<file path="config.mk">
export PLATFORM = sky130hd
export DESIGN_NAME = smsort_mem
export DESIGN_NICKNAME = d
export VERILOG_FILES = /design/src/rtl/core/smsort_pkg.sv /design/src/rtl/core/smsort_mem.sv
export SDC_FILE = /design/constraint.sdc
export NUM_CORES = 2
export LEC_CHECK = 0
export BUFFER_PORTS_ARGS = -buffer_cell sky130_fd_sc_hd__buf_2
export CAP_MARGIN = 0
export CORE_MARGIN = 2
export CORE_UTILIZATION = 57
export DETAILED_ROUTE_END_ITERATION = 10
export MAX_ROUTING_LAYER = met4
export PLACE_DENSITY_LB_ADDON = 0.15
export SYNTH_ARGS = -nofsm -noshare
export SYNTH_HDL_FRONTEND = slang
export SYNTH_SLANG_ARGS = --single-unit
</file>
<file path="constraint.sdc">
create_clock -name clk_i -period 5.9 [get_ports clk_i]
set_clock_uncertainty 0.15 [all_clocks]
set_input_delay 1.475 -clock clk_i [delete_from_list [all_inputs] [get_ports clk_i]]
set_output_delay 1.475 -clock clk_i [all_outputs]
set_load 0.02 [all_outputs]
</file>
<file path="src/rtl/core/smsort_pkg.sv">
// Shared types, constants and key compare for the stable merge sorter.
// No dependencies; every other file of the block imports this package.
package smsort_pkg;

  localparam int MaxItems = 64;
  localparam int KeyBits  = 32;
  localparam int TagBits  = 16;
  localparam int IdxW     = $clog2(MaxItems);
  localparam int CntW     = $clog2(MaxItems + 1);
  localparam int CfgIdxW  = 2;

  // configuration register indexes
  localparam logic [CfgIdxW-1:0] CfgKeySigned = CfgIdxW'(0);
  localparam logic [CfgIdxW-1:0] CfgOrderDesc = CfgIdxW'(1);

  typedef logic [KeyBits-1:0] key_t;
  typedef logic [TagBits-1:0] tag_t;

  typedef struct packed {
    key_t key;
    tag_t tag;
  } entry_t;

  // one request to a store memory: one write port, two read ports
  typedef struct packed {
    logic            we;
    logic [IdxW-1:0] waddr;
    entry_t          wdata;
    logic            re;
    logic [IdxW-1:0] raddr0;
    logic [IdxW-1:0] raddr1;
  } mem_req_t;

  // read issued toward the output stage
  typedef struct packed {
    logic vld;
    logic last;
    logic ovf;
  } emit_req_t;

  // true when key b must go strictly ahead of key a
  function automatic logic goes_before(key_t b, key_t a, logic is_signed, logic desc);
    key_t x;
    key_t y;
    x = a;
    y = b;
    if (is_signed) begin
      x[KeyBits-1] = ~x[KeyBits-1];
      y[KeyBits-1] = ~y[KeyBits-1];
    end
    return desc ? (y > x) : (y < x);
  endfunction

endpackage

</file>
<file path="src/rtl/core/smsort_mem.sv">
// Entry store: one write port, two read ports with registered read data.
// Depends on smsort_pkg for the entry and request types.
module smsort_mem import smsort_pkg::*; (
  input  logic     clk_i,
  input  mem_req_t req_i,
  output entry_t   rd0_o,
  output entry_t   rd1_o
);

  entry_t mem_q [MaxItems];
  entry_t rd0_q;
  entry_t rd1_q;

  always_ff @(posedge clk_i) begin
    if (req_i.we) begin
      mem_q[req_i.waddr] <= req_i.wdata;
    end
  end

  // read data holds while no read is issued
  always_ff @(posedge clk_i) begin
    if (req_i.re) begin
      rd0_q <= mem_q[req_i.raddr0];
      rd1_q <= mem_q[req_i.raddr1];
    end
  end

  assign rd0_o = rd0_q;
  assign rd1_o = rd1_q;

endmodule

</file>
==> impl_metrics.toml <==
[status]
status = "finished, violations left"
violations = "max-capacitance violations, max-slew violations"

[timing]
fmax_ghz = 0.2212
max_slew_margin_pct = -0.6416
worst_pin_slew_ps = 1497
final.period_utilization_pct = 76.64
setup_viol = 0
grt_setup_unrepaired = "false"
period_minus_slack_ps = 4522
hold-worst-slack_ps = 771.0
finalMaxSlewViolations = 1
setup_tns_ps = 0
hold_violations = 0

[synth]
async_flop_share_pct = 0
syn_area_mm2 = 0.1419
yosysSeqAreaShare_pct = 67.04
yosysWarningCount = 0
ys_seq_elements = 3168
yosysTopAreaCellShare_pct = 67.04
synth_edf_count = 3168
syn-num-nets = 6807
synth_cell_type_count = 47
synthTopCellsByArea = "edfxtp_1 (67%), mux4_2 (24%), o22ai_1 (1.5%)"
syn_area_per_cell_um2 = 21.06
synth_flop_cell = "edfxtp_1"
yosys.area.top_type = "edfxtp_1"
syn_inst = 6738

[power_and_ir_drop]
p_int_uw = 38540
p_sw_uw = 11530
p_clk_share_pct = 41.3
comb_power_share_pct = 8.5
power_leakage_uw = 0.04958
power.share.sequential_pct = 50.3
swShare_pct = 23.03
peakVddDrop_mv = 0.3158
power.density_mw_per_mm2 = 312.9

[die]
start_util_pct = 57.17
dieArea_mm2 = 0.2530
core_area_mm2 = 0.2482
std_cell_rows = 183
num_io_pins = 165
die-height_um = 503.0
fp.dieW_um = 503.0

[detailed_routing]
vias_per_cell = 7.804
drtAntennaViolNets = 0
dr_total_vias = 83750
drt_iter0_markers = 14320
totalWireLength_um = 482600
drt_pre_antenna_iters = 6
wire_per_inst_um = 44.97
drc_errors = 0

[worst_setup_path]
path_max_fanout = 22
start_kind = "input port"
cp-end-kind = "flop"
required_ps = 6410
arrival_ps = 5030
worstSetupPathType = "input port to flop"

[cts]
cts_max_path_buffers = 4
cts-resized-gates = 0
root_buffer = "clkbuf_16"
cts.sinks = 3168
cts_setup_buffers = 0
clock_latency_ps = 980
ctsHoldBuffers = 0
cts_tree = "yes"
cts_buffers = 339
h-tree-depth = 5
clkSlewWorstSetupHoldPaths_ps = 60

[finish]
layout-drive-gt1-share_pct = 37.01
stdcell_area_mm2 = 0.1600
synthToLayoutAreaGrowth_pct = 12.78
nNetsFinal = 7187

[place]
hpwl_um = 288600
place_congestion = 0.9105
dpl_cell_area_mm2 = 0.1494
io_buffers = 164

[global_routing]
grt_pass1_wl_um = 661100
antenna_found_initial = 45
grt_overflow = 0
track_usage_pct = 39.64
first_global_vias = 83440
grt_max_degree = 93

[job]
max_cap_violations = 1

[min_path]
hold_class = "input port to flop"
## layout by cell type (no fill, tap or decap), types with 65 or more instances in the layout
master,n
a22o_1,88
edfxtp_1,3168
a22oi_1,95
clkinv_1,69
buf_12,96
o221ai_1,73
buf_2,153
nor2_4,65
nand2_1,104
buf_4,337
clkbuf_16,344
mux4_2,1535
a21oi_1,71
o22ai_1,336
nor2_1,74
## per-layer routing
layer	GRT usage (%)	wire length (um)
met3	10.31	68980
met2	56.65	216500
met5	-	0
met1	51.75	160500
met4	23.80	36520
## sequential cells by signal (all words and copies together) (netlist names)
signal / cells
rd0_o: 48
mem_q: 3072
rd1_o: 48
## cells by family (layout without fill, tap and decap cells)
logic type | after synthesis | after routing | share of synthesized area (%)
mux | 1604 | 1604 | 24.86
simple gates | 490 | 490 | 1.661
buf+inv | 553 | 1173 | 1.847
flops | 3168 | 3168 | 67.04
other cells | 0 | 43 | 0
compound gates | 923 | 923 | 4.591
## final timing paths
check	cells past startpoint	endpoint	startpoint	slack (ps)
worst min-delay path	1	mem_q[41][25]	req_i[38]	770
worst min register to register	4	rd0_o[24]	mem_q[14][24]	820
worst max register to register	6	rd1_o[46]	mem_q[35][46]	2960
worst max-delay path	8	rd0_o[37]	req_i[9]	1380
## layout make-up
type	instances	area (um2)
diodes	43	107.6
clock buffers	397	8807
clock inverters	184	1678
fillers	16390	88170
inverters	1	3.754
multi-input cells	3017	44850
flip-flops and latches	3168	95130
well taps	3330	4167
repair buffers	591	5289
## power groups by stage
| stage | clock network (uW) | logic [uW] | registers [uW] |
|---|---|---|---|
| 2_1_floorplan | 0 | 2230 | 25600 |
| 3_3_place_gp | 0 | 4120 | 25600 |
| 3_5_place_dp | 0 | 4150 | 25600 |
| 4_1_cts | 20700 | 4160 | 25200 |
| 5_1_grt | 21600 | 4330 | 25200 |
| 6_report | 20700 | 4240 | 25200 |
## metrics by stage
stage	worst slack, ps	std cells	power (uW)	utilization [%]
2_1_floorplan	929.0	6738	27870	-
3_3_place_gp	695.5	10110	29760	60.21
3_5_place_dp	699.1	10110	29800	60.21
4_1_cts	1680	10690	50070	64.43
5_1_grt	1656	10720	51090	64.47
6_report	1378	10730	50070	64.48
## critical path, stage by stage
cell and delay, ps:
buf_2 570, buf_4 360, nand2b_2 840, buf_4 340, o22ai_1 120, nor2_1 190
a21oi_1 320, a311oi_1 750
## synthesized netlist by cell type (29+ instances only)
cell type,n
edfxtp_1,3168
mux4_2,1535
o22ai_1,336
clkbuf_1,254
buf_2,156
nor2_1,140
nand2_1,113
a22oi_1,95
a22o_1,88
buf_4,78
o221ai_1,73
a21oi_1,71
a221oi_1,63
nor3_1,58
mux2i_1,56
buf_1,55
nor2b_1,45
o21ai_0,44
nor4_1,38
a31oi_1,31
a211oi_1,29
o22a_1,29
Power figures use the tool's default switching activity.
