File: src/rtl/core/smsort_pkg.sv
// Shared types, constants and key compare for the stable merge sorter.
// No dependencies; every other file of the block imports this package.
package smsort_pkg;

  localparam int MaxItems = 64;
  localparam int KeyBits  = 32;
  localparam int TagBits  = 16;
  localparam int IdxW     = $clog2(MaxItems);
  localparam int CntW     = $clog2(MaxItems + 1);
  localparam int CfgIdxW  = 2;

  // configuration register indexes
  localparam logic [CfgIdxW-1:0] CfgKeySigned = CfgIdxW'(0);
  localparam logic [CfgIdxW-1:0] CfgOrderDesc = CfgIdxW'(1);

  typedef logic [KeyBits-1:0] key_t;
  typedef logic [TagBits-1:0] tag_t;

  typedef struct packed {
    key_t key;
    tag_t tag;
  } entry_t;

  // one request to a store memory: one write port, two read ports
  typedef struct packed {
    logic            we;
    logic [IdxW-1:0] waddr;
    entry_t          wdata;
    logic            re;
    logic [IdxW-1:0] raddr0;
    logic [IdxW-1:0] raddr1;
  } mem_req_t;

  // read issued toward the output stage
  typedef struct packed {
    logic vld;
    logic last;
    logic ovf;
  } emit_req_t;

  // true when key b must go strictly ahead of key a
  function automatic logic goes_before(key_t b, key_t a, logic is_signed, logic desc);
    key_t x;
    key_t y;
    x = a;
    y = b;
    if (is_signed) begin
      x[KeyBits-1] = ~x[KeyBits-1];
      y[KeyBits-1] = ~y[KeyBits-1];
    end
    return desc ? (y > x) : (y < x);
  endfunction

endpackage

File: src/rtl/core/smsort_out.sv
// Output stage: holds read data in flight plus the result register, with stall.
// Depends on smsort_pkg for the entry and emit request types.
module smsort_out import smsort_pkg::*; (
  input  logic      clk_i,
  input  logic      rst_ni,
  input  emit_req_t emit_i,
  input  entry_t    rdata_i,
  output logic      ready_o,
  output logic      done_o,
  output logic      out_valid_o,
  input  logic      out_stall_i,
  output key_t      out_key_o,
  output tag_t      out_tag_o,
  output logic      out_last_o,
  output logic      out_overflow_o
);

  logic   rv_q;
  logic   s1_last_q;
  logic   s1_ovf_q;
  logic   out_valid_q;
  entry_t out_q;
  logic   out_last_q;
  logic   out_ovf_q;
  logic   adv;
  logic   move;

  assign adv     = ~out_valid_q | ~out_stall_i;
  assign move    = rv_q & adv;
  assign ready_o = ~rv_q | adv;
  assign done_o  = out_valid_q & ~out_stall_i & out_last_q;

  always_ff @(posedge clk_i or negedge rst_ni) begin
    if (!rst_ni) begin
      rv_q        <= 1'b0;
      out_valid_q <= 1'b0;
    end else begin
      rv_q <= emit_i.vld | (rv_q & ~adv);
      if (adv) begin
        out_valid_q <= rv_q;
      end
    end
  end

  always_ff @(posedge clk_i) begin
    if (emit_i.vld) begin
      s1_last_q <= emit_i.last;
      s1_ovf_q  <= emit_i.last & emit_i.ovf;
    end
    if (move) begin
      out_q      <= rdata_i;
      out_last_q <= s1_last_q;
      out_ovf_q  <= s1_ovf_q;
    end
  end

  assign out_valid_o    = out_valid_q;
  assign out_key_o      = out_q.key;
  assign out_tag_o      = out_q.tag;
  assign out_last_o     = out_last_q;
  assign out_overflow_o = out_ovf_q;

endmodule

File: config.mk
export PLATFORM = sky130hd
export DESIGN_NAME = smsort_out
export DESIGN_NICKNAME = d
export VERILOG_FILES = /design/src/rtl/core/smsort_pkg.sv /design/src/rtl/core/smsort_out.sv
export SDC_FILE = /design/constraint.sdc
export NUM_CORES = 1
export LEC_CHECK = 0
export ABC_AREA = 1
export BUFFER_PORTS_ARGS = -buffer_cell sky130_fd_sc_hd__buf_4
export CAP_MARGIN = 20
export CORE_MARGIN = 2
export CORE_UTILIZATION = 37
export CTS_CLUSTER_DIAMETER = 40
export DETAILED_ROUTE_END_ITERATION = 7
export GPL_TIMING_DRIVEN = 1
export PLACE_DENSITY = 0.74
export SETUP_SLACK_MARGIN = 0.1
export SYNTH_ARGS = -nofsm -noshare
export SYNTH_HDL_FRONTEND = slang
export SYNTH_SLANG_ARGS = --single-unit
export TNS_END_PERCENT = 1
File: constraint.sdc
create_clock -name clk_i -period 3.4 [get_ports clk_i]
set_input_delay 0.68 -clock clk_i [delete_from_list [all_inputs] [get_ports clk_i]]
set_output_delay 0.68 -clock clk_i [all_outputs]
set_load 0.01 [all_outputs]
==> impl_metrics.ini, run 1 <==
[status]
status = finished, final reports clean

[timing]
slew_headroom_pct = 43.6
slew_violations = 0
timing.final.ws_setup_ps = 1640
fin_hold_ws_ps = 145
hold_viol = 0
post-route-period-util_pct = 51.7
setup_tns_ps = 0
period_needed_ps = 1760
clock_skew_ps = 3.19
max_freq_mhz = 569
rsz0062_at_grt = false
setup_viol = 0
worstMarginPinSlew_ps = 844

[worst_setup_path]
crit_path_start_kind = input pin
crit_path_max_fanout = 26
critical_path_class = in -> reg
cp-startpoint = out_stall_i
cp.required_ps = 3410
crit_arrival_ps = 1760
r2r_start = out_valid_o$_DFFE_PN0P_
endpoint_kind = flop

[die]
dieHeight_um = 71.0
io_pins = 107
die_x_um = 71.0
initial_core_util_pct = 38.4
row_count = 24
core_area_sq_um = 4320
design.die.area_sq_um = 5040

[pwr]
p_switching_mw = 0.286
p_comb_share_pct = 12.2
p_int_mw = 1.10
power_density_nw_per_um2 = 521
peakVddDrop_uv = 320
power.total_mw = 1.39
power.static_leakage_nw = 1.13
seq_power_share_pct = 57.9
power.share.switching_pct = 20.6
clockPowerShare_pct = 30.0

[global_route]
grt_util_all_layers_pct = 13.5
antenna_found_initial = 0
grt_pass1_wl_mm = 5.09
first_global_vias = 1130
grt_max_degree = 27
grt-ovfl-total = 0

[yosys]
synth_nets = 119
synth_area_leaders = edfxtp_1 (94%), dfrtp_1 (3.0%), nand2_1 (1.1%), inv_1 (0.68%), nand3_2 (0.60%)
yosysUniqueCellTypes = 7
synth_top_area_share_pct = 94.0
syn_inst = 65
ys_warn_count = 0
ys_ff_latch = 54
avgSynthCellArea_sq_um = 25.5
synth_top_cell_by_area = edfxtp_1
synth_area_sq_um = 1660
synth_seq_area_share_pct = 97.1

[routing]
wl_met2_mm = 1.77
drtIter0Drc = 33
top_layer_used = met4
ant_nets = 0
via_per_inst = 4.33
wl_per_cell_um = 14.6
via_count = 1005
drc = 0
met1_length_mm = 1.23
routed_wl_mm = 3.38
first_pass_iters = 4
met3WireLength_um = 361

[cts]
h-tree-depth = 2
worstSkewPairLatency_ps = 290
cts_buffer_depth = 2
numCtsBuffers = 5
cts_root_buffer = clkbuf_8
post_cts_buffers = 0
cts_tree = built
clkSlewWorstSetupHoldPaths_ps = 90
ctsResizeCount = 0
clock-sinks = 54
cts_hold_buf = 0

[finish]
synthToLayoutAreaGrowth_pct = 60.6
antenna_cells = 0
layout-drive-gt1-share_pct = 65.0
mostFrequentLayoutCell = buf_4
multi_input_area_sq_um = 48.8
nFillCells = 336
final_cells = 232
seq_area_sq_um = 1610
final_cell_mix = buf_4 (106), edfxtp_1 (52), nand2_1 (5), clkbuf_8 (5), inv_1 (3)
fin_nets = 233

[placement]
dpl.cell_count = 224
pre_cts_ws_ps = 1300
place_congestion = 0.789
port_buffers = 106

[hold_path]
hp-class = in -> async

[flow_run]
maxCapViolCount = 0
-- worst max-delay path, cell delays in order --
cell and delay [ps]:
buf_4 130, a21oi_4 670, buf_12 270
-- flip-flops by register name (all words and copies together) (netlist names) --
name / flops
out_key_o: 32
out_last_o: 1
out_overflow_o: 1
out_tag_o: 16
out_valid_o: 1
rv_q: 1
s1_last_q: 1
s1_ovf_q: 1
-- layer usage --
layer / vias to the layer above / track usage [%]
li1: 473 / -
met1: 472 / 14.7
met2: 58 / 22.6
met3: 2 / 5.98
met4: 0 / 6.29
met5: - / 0
-- per-stage QoR --
| stage | instance area (sq um) | util, % |
|---|---|---|
| floorplan | 1660 | - |
| global placement | 2550 | 59.0 |
| detailed placement | 2550 | 59.0 |
| CTS | 2670 | 61.7 |
| global route | 2670 | 61.7 |
| finish | 2670 | 61.7 |
-- power by group through the flow --
| stage | Sequential [mW] | Combinational [mW] | Clock [mW] |
|---|---|---|---|
| after global placement | 0.817 | 0.167 | 0 |
| after global routing | 0.809 | 0.181 | 0.461 |
| after CTS | 0.805 | 0.172 | 0.436 |
| final | 0.804 | 0.169 | 0.416 |
| after floorplan | 0.843 | 0.0207 | 0 |
| after detailed placement | 0.819 | 0.172 | 0 |
-- cells in the mapped netlist --
library cell and instances:
nor2_1 1, inv_1 3, nand2_1 5, dfrtp_1 2
edfxtp_1 52, nand3_2 1, a21oi_1 1
-- kinds of logic after synthesis --
group                  synth area share [%]
AOI/OAI and AO/OA                     0.301
DFF                                    97.1
buffers and inverters                 0.678
and+or+nand+nor                        1.96
-- area by class of cell --
| type | count | area share (%) |
|---|---|---|
| clock buffer | 5 | 2.58 |
| sequential | 54 | 60.4 |
| timing repair buffer | 107 | 30.6 |
| inverter | 3 | 0.422 |
| tap | 52 | 2.44 |
| multi-input combinational | 8 | 1.83 |
| clock inverter | 3 | 1.69 |
-- path summary, 6_finish.rpt --
kind	cells past startpoint	slack, ps	endpoint
worst max-delay path	3	1640	out_tag_o[3]$_DFFE_PP_
worst min-delay path	1	150	rv_q$_DFF_PN0_
worst max register to register	2	1650	out_tag_o[3]$_DFFE_PP_
worst min register to register	0	440	out_overflow_o$_DFFE_PP_
max in group asynchronous	1	3170	out_valid_o$_DFFE_PN0P_
min in group clk_i	0	440	out_overflow_o$_DFFE_PP_
Power figures use the tool's default switching activity.
==> run 2: changes to the inputs <==
==> constraint.sdc (replaced) <==
create_clock -name clk_i -period 1.55 [get_ports clk_i]
set_input_delay 0.31 -clock clk_i [delete_from_list [all_inputs] [get_ports clk_i]]
set_output_delay 0.31 -clock clk_i [all_outputs]
set_load 0.01 [all_outputs]
==> run 2 against run 1 <==
Net effect:
- cell area is 0.52% lower
- clock power is 68% higher
- utilization is 0.32 points lower
- via count is 2.2% higher
- combinational power is 120% higher
- worst hold slack better by 45 ps
- die area stayed put
- largest power group unchanged
==> impl_metrics.ini, run 2 (synthesized netlist as in run 1, its figures left out) <==
[status]
status = finished, final reports clean

[die]
dieHeight_um = 71.0
core_area_sq_um = 4320
die_x_um = 71.0
io_pins = 107
initial_core_util_pct = 38.4
design.die.area_sq_um = 5040
row_count = 24

[pwr]
power_density_nw_per_um2 = 1070
seq_power_share_pct = 62.1
p_int_mw = 2.25
power.static_leakage_nw = 1.13
power.total_mw = 2.84
p_switching_mw = 0.584
power.share.switching_pct = 20.6
clockPowerShare_pct = 24.7
peakVddDrop_uv = 704
p_comb_share_pct = 13.3

[cts]
numCtsBuffers = 5
worstSkewPairLatency_ps = 290
ctsResizeCount = 0
cts_tree = built
cts_buffer_depth = 2
h-tree-depth = 2
clkSlewWorstSetupHoldPaths_ps = 80
post_cts_buffers = 0
clock-sinks = 54
cts_root_buffer = clkbuf_8

[timing]
setup_tns_ps = 0
slew_violations = 0
max_freq_mhz = 751
slew_headroom_pct = 84.0
setup_viol = 0
post-route-period-util_pct = 85.9
clock_skew_ps = 4.27
worstMarginPinSlew_ps = 239
period_needed_ps = 1330
fin_hold_ws_ps = 190
hold_viol = 0
rsz0062_at_grt = false

[routing]
wl_per_cell_um = 14.5
ant_nets = 0
drc = 0
via_per_inst = 4.39
routed_wl_mm = 3.39
drtIter0Drc = 47
via_count = 1027
first_pass_iters = 4

[placement]
hpwl_mm = 2.65
place_congestion = 0.796
dpl.cell_count = 225
port_buffers = 106

[worst_setup_path]
crit_chain = nand2_1 > nor2_1 > buf_4
crit_path_max_incr_delay_ps = 430
crit_path_start_kind = flop
crit_arrival_ps = 1020
cp.required_ps = 1240
critical_path_class = reg -> out
slowest_stage = dfrtp_2
endpoint_kind = output port
crit_path_max_fanout = 5

[finish]
layout-drive-gt1-share_pct = 64.3
antenna_cells = 0
final_cell_mix = buf_4 (107), edfxtp_1 (52), nand2_1 (5), clkbuf_8 (5), inv_1 (3)
mostFrequentLayoutCell = buf_4
final_cells = 234
largest_register_ffs = 32
fin_util_pct = 61.3
fin_nets = 235
nFillCells = 344
synthToLayoutAreaGrowth_pct = 59.8

[flow_run]
maxCapViolCount = 0

[global_route]
grt-ovfl-total = 0
grt_pass1_wl_mm = 5.18
first_global_vias = 1113
grt_max_degree = 32
antenna_found_initial = 0
grt_util_all_layers_pct = 14.0

[hold_path]
hp-class = in -> reg
[run 2: layout make-up]
class | instances | area (sq um) | area share (%)
Tap cell | 52 | 65.1 | 2.45
Clock inverter | 2 | 8.76 | 0.330
Timing Repair Buffer | 109 | 833 | 31.4
Multi-Input combinational cell | 8 | 48.8 | 1.84
Inverter | 3 | 11.3 | 0.425
Clock buffer | 6 | 72.6 | 2.74
Sequential cell | 54 | 1610 | 60.8
[run 2: metal layers]
layer	track usage [%]	vias to the layer above	share of wire [%]
met5	0	-	0
li1	-	477	-
met1	13.2	485	33
met3	9.40	2	12
met2	24.9	63	54
met4	3.56	0	0.38
[run 2: metrics by stage]
| step | cell area, sq um | worst slack, ps |
|---|---|---|
| 4_1_cts | 2650 | 198 |
| 6_report | 2650 | 218 |
| 5_1_grt | 2650 | 139 |
| 2_1_floorplan | 1670 | -199 |
| 3_3_place_gp | 2560 | 336 |
| 3_5_place_dp | 2560 | 304 |
[run 2: critical path, delay by kind of cell, from the launching register on]
kind | cells | cell delay (ps)
flops | 1 | 430
buf+inv | 1 | 130
simple gates | 2 | 160
[run 2: final timing paths]
path | startpoint | endpoint | slack [ps] | cells after the start
max | out_valid_o$_DFFE_PN0P_ | done_o | 220 | 3
min | rdata_i[42] | out_key_o[26]$_DFFE_PP_ | 190 | 1
max reg2reg | out_valid_o$_DFFE_PN0P_ | out_tag_o[5]$_DFFE_PP_ | 320 | 2
min reg2reg | s1_ovf_q$_DFFE_PP_ | out_overflow_o$_DFFE_PP_ | 420 | 0
max in group asynchronous | rst_ni | out_valid_o$_DFFE_PN0P_ | 1110 | 2
min in group asynchronous | rst_ni | out_valid_o$_DFFE_PN0P_ | 340 | 2
[run 2: timing repair]
action,CTS,global route
hold buffers,1,0
endpoints found under the setup margin,0,0
endpoints found under the hold margin,2,0
[run 2: power groups by stage]
| stage | Combinational (mW) | Clock [mW] | Sequential, mW |
|---|---|---|---|
| 2_1_floorplan | 0.0477 | 0 | 1.85 |
| 3_3_place_gp | 0.370 | 0 | 1.79 |
| 3_5_place_dp | 0.383 | 0 | 1.80 |
| 4_1_cts | 0.384 | 0.740 | 1.76 |
| 5_1_grt | 0.404 | 0.805 | 1.77 |
| 6_report | 0.377 | 0.700 | 1.76 |
==> run 3: changes to the inputs <==
--- a/config.mk
+++ b/config.mk
@@ -8,12 +8,14 @@
 export ABC_AREA = 1
 export BUFFER_PORTS_ARGS = -buffer_cell sky130_fd_sc_hd__buf_4
 export CAP_MARGIN = 20
+export CELL_PAD_IN_SITES_DETAIL_PLACEMENT = 1
+export CELL_PAD_IN_SITES_GLOBAL_PLACEMENT = 1
 export CORE_MARGIN = 2
-export CORE_UTILIZATION = 37
+export CORE_UTILIZATION = 29
 export CTS_CLUSTER_DIAMETER = 40
 export DETAILED_ROUTE_END_ITERATION = 7
 export GPL_TIMING_DRIVEN = 1
-export PLACE_DENSITY = 0.74
+export PLACE_DENSITY_LB_ADDON = 0.1
 export SETUP_SLACK_MARGIN = 0.1
 export SYNTH_ARGS = -nofsm -noshare
 export SYNTH_HDL_FRONTEND = slang
==> run 3 against run 2 <==
Net effect:
- utilization shrank 12 points
- first-iteration DRC count shrank 62%
- sequential share of layout area shrank 1.1 points
- combinational power shrank 1%
- worst setup slack lost 36 ps
- critical endpoint unchanged
- largest cell class unchanged
==> impl_metrics.ini, run 3 (synthesized netlist as in run 1, its figures left out) <==
[status]
status = finished, final reports clean

[timing]
clock_skew_ps = 4.74
rsz0062_at_grt = false
slew_headroom_pct = 82.7
worstMarginPinSlew_ps = 259
slew_violations = 0
max_freq_mhz = 731
period_needed_ps = 1370
timing.final.ws_setup_ps = 183
hold_viol = 0
setup_viol = 0
post-route-period-util_pct = 88.2

[pwr]
power_density_nw_per_um2 = 1130
power.static_leakage_nw = 1.13
peakVddDrop_uv = 556

[global_route]
grt_util_all_layers_pct = 10.8
met3_usage_pct = 3.73
first_global_vias = 1127
gr-max-usage-layer = met2
grt-ovfl-total = 0
grt_pass1_wl_mm = 5.08
antenna_found_initial = 0
use_met1_pct = 10.5
met2_usage_pct = 20.7
grt_max_degree = 51

[finish]
seq_area_sq_um = 1610
fin_nets = 234
multi_input_area_sq_um = 48.8
mostFrequentLayoutCell = buf_4
layout-drive-gt1-share_pct = 65.2
final_cell_mix = buf_4 (106), edfxtp_1 (52), nand2_1 (5), clkbuf_8 (5), inv_1 (3)
antenna_cells = 0
largest_register_ffs = 32
fin_util_pct = 49.1
nFillCells = 556
synthToLayoutAreaGrowth_pct = 62.8

[placement]
hpwl_mm = 2.63
port_buffers = 106
pre_cts_ws_ps = 309
place_congestion = 0.646

[flow_run]
maxCapViolCount = 0

[routing]
via_count = 1021
first_pass_iters = 2
drtIter0Drc = 18
drc = 0
via_per_inst = 4.04
routed_wl_mm = 3.42
ant_nets = 0
wl_per_cell_um = 13.5

[worst_setup_path]
critical_path_class = reg -> out
cp.required_ps = 1240
endpoint_kind = output port
crit_arrival_ps = 1060
crit_path_max_fanout = 5
crit_path_start_kind = flop
reg2reg_setup_slack_ps = 330

[die]
row_count = 27
dieHeight_um = 79.7
core_area_sq_um = 5510
io_pins = 107
die_x_um = 79.7
initial_core_util_pct = 30.2
design.die.area_sq_um = 6350

[cts]
numCtsBuffers = 5
cts_tree = built
h-tree-depth = 2
clock-sinks = 54
cts_buffer_depth = 2
worstSkewPairLatency_ps = 290
ctsResizeCount = 0
clkSlewWorstSetupHoldPaths_ps = 90
cts_root_buffer = clkbuf_8

[hold_path]
hp-class = in -> reg
[run 3: repair_timing]
action                    CTS  global route
hold buffers                1             0
buffers inserted            0             0
hold endpoints to repair    2             0
[run 3: cell type report]
class                   count  area share (%)
clock inverters             3            1.67
multi-input cells           8            1.81
well taps                  72            3.33
flip-flops and latches     54            59.7
clock buffers               5            2.55
inverters                   3           0.417
repair buffers            108            30.6
[run 3: stage by stage]
stage / area, sq um / power (mW) / setup TNS (ps) / cells / hold WS (ps)
after global placement: 2580 / 2.16 / 0 / 244 / 93.4
after CTS: 2700 / 3.09 / 0 / 253 / 174
after detailed placement: 2580 / 2.18 / 0 / 244 / 96.2
after global routing: 2700 / 3.16 / 0 / 253 / 167
final: 2700 / 3.04 / 0 / 253 / 183
after floorplan: 1670 / 1.90 / -9960 / 65 / 14.4
[run 3: final timing paths]
check,from,end,cells after the start
hold / removal,rdata_i[39],out_key_o[23]$_DFFE_PP_,1
setup / recovery,out_valid_o$_DFFE_PN0P_,done_o,3
setup reg to reg,out_valid_o$_DFFE_PN0P_,out_key_o[4]$_DFFE_PP_,2
max in group asynchronous,rst_ni,out_valid_o$_DFFE_PN0P_,2
hold reg to reg,s1_ovf_q$_DFFE_PP_,out_overflow_o$_DFFE_PP_,0
min in group asynchronous,rst_ni,out_valid_o$_DFFE_PN0P_,2
[run 3: power breakdown]
part / internal (mW) / switching (mW) / leakage [nW]
logic: 0.212 / 0.160 / 0.564
registers: 1.73 / 0.0329 / 0.520
clock network: 0.480 / 0.428 / 0.0504
total: 2.42 / 0.621 / 1.13
[run 3: critical path: stages (launching register included)]
cell and delay, ps:
dfrtp_2 440, nand2_1 70, nor2_1 120, buf_4 140
[run 3: per-layer routing]
layer,vias up,wire [um]
li1,475,-
met5,-,0
met1,477,1120
met3,6,372
met4,0,36
met2,63,1890
